--- config.mk ---
export PLATFORM = sky130hd
export DESIGN_NAME = rkt_ram
export DESIGN_NICKNAME = d
export VERILOG_FILES = /design/src/sv/rkt_ram.sv
export SDC_FILE = /design/constraint.sdc
export NUM_CORES = 2
export LEC_CHECK = 0
export CAP_MARGIN = 0
export CORE_ASPECT_RATIO = 1.75
export CORE_MARGIN = 5
export CORE_UTILIZATION = 46
export DETAILED_ROUTE_END_ITERATION = 16
export DONT_BUFFER_PORTS = 1
export GPL_TIMING_DRIVEN = 0
export PLACE_DENSITY = 0.71
export SLEW_MARGIN = 20
export SYNTH_ARGS = -nofsm -noshare
export SYNTH_HDL_FRONTEND = slang
export SYNTH_SLANG_ARGS = --single-unit
--- constraint.sdc ---
create_clock -name clk -period 21.9 [get_ports clk]
set_input_delay 1.095 -clock clk [delete_from_list [all_inputs] [get_ports clk]]
set_output_delay 1.095 -clock clk [all_outputs]
set_load 0.05 [all_outputs]
--- src/sv/rkt_ram.sv ---
// rkt_ram: generic single-write, single-read memory with registered read data
// no package dependencies
module rkt_ram #(
	parameter int WIDTH = 240,
	parameter int DEPTH = 16
) (
	input  logic                                      clk,
	input  logic                                      wr_en,
	input  logic [((DEPTH > 1) ? $clog2(DEPTH) : 1)-1:0] wr_addr,
	input  logic [WIDTH-1:0]                          wr_data,
	input  logic                                      rd_en,
	input  logic [((DEPTH > 1) ? $clog2(DEPTH) : 1)-1:0] rd_addr,
	output logic [WIDTH-1:0]                          rd_data
);
	logic [WIDTH-1:0] mem [DEPTH];

	always_ff @(posedge clk) begin
		if (wr_en) begin
			mem[wr_addr] <= wr_data;
		end
		if (rd_en) begin
			rd_data <= mem[rd_addr];
		end
	end
endmodule

==> qor.yml <==
route:
  drcViolationCount: 0
  wl_per_cell_um: 34.55
  finalWirelength_mm: 402.3
  routed_via_density: 6.064
  vias: 70610
  drtPass1Iterations: 5
  ant_nets: 0
  drt-initial-drc-count: 8187
logic_synthesis:
  yosys_warnings: 0
  avgSynthCellArea_um2: 24.11
  async_reset_ff_share_pct: 0
  netlist_area_mm2: 0.1512
  ys_seq_elements: 4080
  synth_edf_count: 4080
  yosysSeqAreaShare_pct: 81.02
  synth_cell_types: 25
  syn-num-nets: 6522
  synthFlopType: "edfxtp_1"
  syn_inst: 6271
placement:
  io_buffers: 0
  gp_congestion: 0.7415
  hpwlAfterDp_mm: 267.0
  placement.setup.worst_slack_ns: 17.29
  place_area_mm2: 0.1627
status:
  outcome: "finished, final reports clean"
die:
  core_area_mm2: 0.3277
  fp-row-count: 278
  die_h_um: 768.5
  dieArea_mm2: 0.3408
  die_x_um: 443.4
  io-pin-count: 491
  initial_core_util_pct: 46.15
pwr:
  pwr_density_cell_mw_per_mm2: 92.05
  vdd.ir_drop.worst_v: 0.00008562
  total_power_uw: 16060
  leakagePower_uw: 0.05484
grt:
  grt_start_max_net_pins: 241
  antenna_found_initial: 13
  first_global_vias: 74450
  grt_first_pass_wirelength_mm: 564.6
  grt-ovfl-total: 0
  grtUsageTotal_pct: 23.24
timing:
  relSlewSlack_pct: 21.84
  finalSetupViolCount: 0
  final.period_utilization_pct: 16.53
  finalSetupTns_ns: 0
  final_hold_viol_count: 0
  finalCriticalPeriod_ns: 3.620
  skew_ns: 0.06629
  maxSlewViolCount: 0
  worst_pin_slew_ns: 1.172
  rsz0062_at_grt: "no"
  final.setup.worst_slack_ns: 18.28
  fmax_mhz: 276.2
critical_path:
  reg2reg_slack_ns: 20.12
  crit_family: "buffers and inverters"
  critPathLaunchType: "primary input"
  max_stage_delay_ns: 0.92
  worst_path_max_delay_cell: "buf_2"
  crit_buf_inv: 3
  critPathArrivalTime_ns: 4.20
  cp-end-kind: "register"
  critical_path_required_ns: 22.48
  critPathMaxFanout: 10
  path_common_cell: "buf_2"
  worstPathCellList: "buf_2 -> buf_2 -> buf_1 -> mux4_2 -> a22oi_1 -> nand2_1"
  critPathKind: "primary input to register"
clocking:
  cts_buffers: 360
  worstSkewPairLatency_ns: 0.95
  cts_sinks: 4080
  cts_setup_buffers: 0
  cts_buffer_depth: 4
  clk_pin_slew_ns: 0.07
  htree_levels: 5
  cts_hold_buf: 0
  cts_tree: "yes"
  postCtsResizedCells: 0
  cts_root_buf: "clkbuf_16"
final_layout:
  nNetsFinal: 7253
  layout-drive-gt1-share_pct: 28.81
  area_delta_synth_final_pct: 15.35
  stdcell_area_mm2: 0.1744
  finalCoreUtilization_pct: 53.24
worst_hold_path:
  hp-class: "primary input to register"
run:
  cap_violations: 0
[power by group]
group	switching, uW	internal (uW)	leakage [uW]
logic	404	292	0.0121
registers	198	8800	0.0371
clock network	2860	3510	0.00565
total	3460	12600	0.0548
[cell usage in the layout, fill, tap and decap left out, types with 36 or more instances in the layout]
cell type and instances:
nor2b_1 48, bufinv_16 36, clkinv_2 61, o221ai_1 42, clkbuf_16 364, nand2_1 174, buf_2 123, mux2i_1 50
buf_1 52, clkinv_1 68, buf_16 77, mux4_2 892, buf_12 119, clkbuf_1 172, buf_6 37, mux2_2 124
buf_4 176, a22oi_1 400, edfxtp_1 4080
[layout make-up]
class / count / area, um2
Fill cell: 24080 / 153200
Sequential cell: 4080 / 122500
Multi-Input combinational cell: 1855 / 27230
Clock buffer: 427 / 9345
Timing Repair Buffer: 369 / 5943
Tap cell: 4340 / 5430
Clock inverter: 223 / 2331
Buffer: 336 / 1607
Antenna cell: 13 / 32.53
[sequential cells by signal, summed over array words and instances (netlist names)]
register / cells
rd_data: 240
mem: 3840
[kinds of logic (layout without fill, tap and decap cells)]
logic type / count (synthesis) / after routing / synth area share, %
compound gates: 510 / 510 / 2.548
buf+inv: 336 / 1355 / 1.052
flops: 4080 / 4080 / 81.02
mux: 1066 / 1066 / 14.54
other cells: 0 / 13 / 0
simple gates: 279 / 279 / 0.8423
[per-stage QoR]
stage	instances	hold WS (ns)
2_1_floorplan	6271	0.7103
3_3_place_gp	10610	0.7343
3_5_place_dp	10980	0.7338
4_1_cts	11630	0.1509
5_1_grt	11630	0.1822
6_report	11640	0.2334
[Yosys cell counts, types with 2 or more instances]
cell type	count	share of area, %
a221oi_1	26	0.15
a22oi_1	400	2.0
and2_1	3	0.012
buf_1	55	0.14
buf_2	120	0.40
buf_4	38	0.19
buf_6	5	0.037
clkbuf_1	118	0.29
edfxtp_1	4080	81
mux2_2	124	0.92
mux2i_1	50	0.33
mux4_2	892	13
nand2_1	174	0.43
nand2b_1	30	0.12
nand3b_1	2	0.0099
nor2_1	14	0.035
nor2b_1	48	0.20
nor3_1	4	0.013
o21ai_0	30	0.099
o221ai_1	42	0.24
o22a_1	12	0.070
[per-layer routing]
layer  track usage [%]  part of all wire, %  wire [um]
met5                 0               0.0072         29
met4             8.037                  3.8      15100
met1             27.81                   35     139600
met3             6.445                  9.4      37760
met2             40.62                   52     209800
[final timing paths]
| kind | startpoint | to | cells past startpoint |
|---|---|---|---|
| worst min-delay path | wr_data[195] | mem[2][195]$_DFFE_PP_ | 0 |
| worst min register to register | mem[2][91]$_DFFE_PP_ | rd_data[91]$_DFFE_PP_ | 3 |
| worst max-delay path | rd_addr[1] | rd_data[78]$_DFFE_PP_ | 6 |
| worst max register to register | mem[7][114]$_DFFE_PP_ | rd_data[114]$_DFFE_PP_ | 3 |
Power figures use the tool's default switching activity.
