<file path="src/sv/rkt_pkg.sv">
// rkt_pkg: shared types and codes for the recent key table
// no dependencies; used by the compare unit and the top level
package rkt_pkg;

	localparam int CALL_BYTES = 15;
	localparam int BAND_BYTES = 7;
	localparam int CALL_W     = 8 * CALL_BYTES;
	localparam int BAND_W     = 8 * BAND_BYTES;

	// action codes
	localparam logic [1:0] ACT_NOTE  = 2'd0;
	localparam logic [1:0] ACT_QUERY = 2'd1;
	localparam logic [1:0] ACT_CLEAR = 2'd2;

	// configuration register indexes
	localparam logic [1:0] CFG_EPOCH_MIN = 2'd0;
	localparam logic [1:0] CFG_GRACE     = 2'd1;

	localparam logic [62:0] EPOCH_MIN_RST = 63'd1600000000;
	localparam logic [31:0] GRACE_RST     = 32'd600;

	typedef struct packed {
		logic [1:0]  action;
		logic [63:0] call_high;
		logic [55:0] call_low;
		logic [55:0] band_code;
		logic [63:0] now_time;
	} rkt_in_t;

	typedef struct packed {
		logic worked_hit;
	} rkt_out_t;

	typedef struct packed {
		logic [1:0]  index;
		logic [63:0] value;
	} rkt_cfg_t;

	typedef struct packed {
		logic [63:0] call_high;
		logic [55:0] call_low;
		logic [55:0] band;
	} rkt_key_t;

	typedef struct packed {
		rkt_key_t    key;
		logic [63:0] stamp;
	} rkt_entry_t;

	typedef struct packed {
		logic key_match;
		logic recent;
	} rkt_cmp_t;

	typedef enum logic [2:0] {
		ST_IDLE,
		ST_SCAN,
		ST_DRAIN,
		ST_WRITE,
		ST_FIN
	} rkt_state_t;

	// zero every byte after the first zero byte of the callsign
	function automatic logic [CALL_W-1:0] clean_call(logic [CALL_W-1:0] w);
		logic [CALL_W-1:0] r;
		logic              alive;
		r     = '0;
		alive = 1'b1;
		for (int k = 0; k < CALL_BYTES; k++) begin
			if (alive) begin
				r[CALL_W-1-8*k -: 8] = w[CALL_W-1-8*k -: 8];
			end
			if (w[CALL_W-1-8*k -: 8] == 8'd0) begin
				alive = 1'b0;
			end
		end
		return r;
	endfunction

	// same for the band name
	function automatic logic [BAND_W-1:0] clean_band(logic [BAND_W-1:0] w);
		logic [BAND_W-1:0] r;
		logic              alive;
		r     = '0;
		alive = 1'b1;
		for (int k = 0; k < BAND_BYTES; k++) begin
			if (alive) begin
				r[BAND_W-1-8*k -: 8] = w[BAND_W-1-8*k -: 8];
			end
			if (w[BAND_W-1-8*k -: 8] == 8'd0) begin
				alive = 1'b0;
			end
		end
		return r;
	endfunction

endpackage

</file>
<file path="src/sv/rkt_cmp_unit.sv">
// rkt_cmp_unit: shared key compare and age window check for one table entry
// depends on rkt_pkg
module rkt_cmp_unit (
	input  rkt_pkg::rkt_entry_t entry,
	input  logic                entry_valid,
	input  rkt_pkg::rkt_key_t   key,
	input  logic [63:0]         now_time,
	input  logic [31:0]         grace,
	output rkt_pkg::rkt_cmp_t   result
);
	logic [64:0] age;

	// exact signed difference, one bit wider so it cannot wrap
	assign age = {now_time[63], now_time} - {entry.stamp[63], entry.stamp};

	always_comb begin
		result.key_match = entry_valid && (entry.key == key);
		result.recent    = !age[64] && (age[63:32] == 32'd0) && (age[31:0] < grace);
	end
endmodule

</file>
<file path="config.mk">
export PLATFORM = sky130hd
export DESIGN_NAME = rkt_cmp_unit
export DESIGN_NICKNAME = d
export VERILOG_FILES = /design/src/sv/rkt_pkg.sv /design/src/sv/rkt_cmp_unit.sv
export SDC_FILE = /design/constraint.sdc
export NUM_CORES = 1
export LEC_CHECK = 0
export ABC_AREA = 1
export BUFFER_PORTS_ARGS = -buffer_cell sky130_fd_sc_hd__buf_4
export CELL_PAD_IN_SITES_DETAIL_PLACEMENT = 1
export CELL_PAD_IN_SITES_GLOBAL_PLACEMENT = 1
export CORE_AREA = 2 2 201 203
export DETAILED_ROUTE_END_ITERATION = 7
export DIE_AREA = 0 0 203 205
export PLACE_DENSITY = 0.83
export SYNTH_ARGS = -nofsm -noshare
export SYNTH_HDL_FRONTEND = slang
export SYNTH_SLANG_ARGS = --single-unit
</file>
<file path="constraint.sdc">
create_clock -name vclk -period 4.7
set_input_delay 0.705 -clock vclk [all_inputs]
set_output_delay 0.705 -clock vclk [all_outputs]
set_load 0.01 [all_outputs]
</file>
==> impl_metrics.ini <==
[outcome]
status = finished clean

[min_path]
hold_depth = 7
whs_endpoint = result[1]
hold_class = input port to primary output
hp-start = entry[126]

[finish]
num-fill-cells = 5483
nets = 3081
areaGrowthSynthToFinish_pct = 57.2
nClkBuffers = 0
drive_above_1_share = 0.296
numSequentialCells = 0
multi_input_area_um2 = 8080
final_cell_area_um2 = 14900
regArea_um2 = 0

[detailed_routing]
viasPerCell = 4.78
first_pass_iters = 5
vias = 14300
routedWlPerCell_um = 23.2
first_iter_violations = 761
drt_wl_total_mm = 69.5
ant_nets = 0
drcViolationCount = 0

[sta]
drv_slew = 0
finalSetupViolations = 0
worst_slew_pin_slew_ps = 814
fin_crit_sh = 0.974
slew_headroom = 0.452
fmax_mhz = 218
hold_violations = 0
period_minus_slack_ps = 4580

[synth]
yosysTopAreaCellShare = 0.258
yosysSeqAreaShare = 0
syn_area_um2 = 9440
syn_avg_cell_area_um2 = 4.93
synth_area_leaders = nand2_1 (26%), inv_1 (20%), ha_1 (13%)
yosysWarnings = 0
yosysTopAreaCell = nand2_1
synth.distinct_cells = 36
postSynthCellCount = 1917
syn_nets = 2526

[floorplanning]
die_w_um = 203
die_h_um = 205
coreArea_um2 = 39400
initial_utilization = 0.240
die_area_um2 = 41600
num_io_pins = 515
rows = 73

[clock_network]
postCtsHoldBufs = 0

[run]
maxCapViolations = 0

[global_routing]
grt_pass1_vias = 14900
grt_use_total = 0.316
antenna_found_initial = 13
grt_first_pass_wirelength_mm = 96.1
grt_max_degree = 8
grt_overflow = 0

[critical_path]
worst-setup-path-type = input port to primary output
cp.required_ps = 3990
cp_max_fo = 4
critPathCaptureType = primary output
worstPathArrival_ps = 3870
cp-start-kind = input port

[power]
totalPowerFinal_mw = 1.76
p_leak_nw = 8.93
power_per_cell_area_nw_per_um2 = 119
peakVddDrop_mv = 0.0343

[placement]
hpwl_mm = 64.1
io_buffers = 515
placed_cell_area_um2 = 14100
place.gp.congestion = 1.02
## worst max-delay path, stage by stage
cell      delay, ps
buf_4            80
inv_2            40
ha_4            160
fa_2            410
inv_2            90
nand3_1          80
nand3b_1        300
buf_4           190
xor2_1          200
ha_1            260
nand2_1         100
nor2_1           60
a211oi_1        230
a21oi_1         200
o21bai_1        370
nand3_1         140
nor2_2          120
buf_6           110
## cells in the final DEF (no fill, tap or decap), drive strengths merged
master,count
o21ai,68
nor3,14
nand2,666
a221oi,11
o2111ai,4
inv,518
nand4,25
a221o,1
xor2,44
o22ai,36
and2,1
diode,6
a22o,25
nand3b,11
and3,3
ha,95
fa,1
a21oi,75
xnor2,25
a211oi,3
a21o,2
or2,13
nand3,71
o21a,1
nor4,31
o21bai,12
buf,553
nand2b,1
nor2,160
## area by class of cell
type                       instances  share of cell area
antenna                            6             0.00101
inverter                         518               0.131
multi-input combinational       1399               0.544
tap                              525              0.0442
timing repair buffer             553               0.280
## through the flow
stage	util	cells	setup TNS (ps)	hold slack [ps]	setup WS, ps
after detailed placement	0.359	2981	0	2020	41.0
final	0.377	3001	0	2040	123
after global routing	0.377	2998	-59.8	2060	-59.8
after CTS	0.359	2981	0	2030	34.9
after global placement	0.359	2981	0	2010	106
after floorplan	-	1917	0	1650	723
## worst max path at each step
stage | startpoint | to | slack (ps) | cells after the start
6_report | now_time[0] | result[0] | 120 | 18
5_1_grt | now_time[6] | result[0] | -60 | 25
4_1_cts | entry[25] | result[0] | 30 | 23
3_5_place_dp | entry[25] | result[0] | 40 | 23
3_3_place_gp | entry[25] | result[0] | 110 | 23
2_1_floorplan | now_time[0] | result[0] | 720 | 27
## per-layer routing
metal | global-route usage | up-vias | routed length (µm)
li1 | - | 7026 | -
met1 | 0.398 | 6795 | 29700
met2 | 0.571 | 439 | 34000
met3 | 0.0471 | 75 | 3970
met4 | 0.0607 | 8 | 1760
met5 | 0 | - | 43
## what timing repair did
item,4_1_cts,5_1_grt
endpoints found under the setup margin,0,1
gates resized for setup,0,143
setup buffers,0,14
hold endpoints to repair,0,0
## where the power goes
part	internal, mW	total (mW)	switching (mW)
clock	0.000000174	0.000000174	0
combinational	0.759	1.76	1.00
sequential	0	0	0
## cell families after synthesis
group	count (synthesis)	synth area share
compound gates	238	0.153
buf+inv	518	0.206
xor+xnor	69	0.0640
simple gates	996	0.449
fa+ha+maj	96	0.128
## synth_stat cells
cell / number
nand2_1: 649
inv_1: 511
nor2_1: 139
ha_1: 95
a21oi_1: 74
o21ai_0: 67
nand3_1: 65
xor2_1: 44
o22ai_1: 36
nor4_1: 31
a22o_1: 25
nand4_1: 25
xnor2_1: 25
nor2_2: 18
nand2_2: 17
or2_2: 13
o21bai_1: 12
a221oi_1: 11
nand3b_1: 11
nor3_1: 9
inv_2: 7
nand3_2: 6
nor3_2: 4
o2111ai_1: 4
a211oi_1: 3
and3_1: 3
nor2_4: 3
a21o_1: 2
a21oi_2: 1
a221o_1: 1
and2_1: 1
fa_1: 1
nand2b_1: 1
nor3_4: 1
o21a_1: 1
o21ai_2: 1
(Power assumes the default switching activity.)
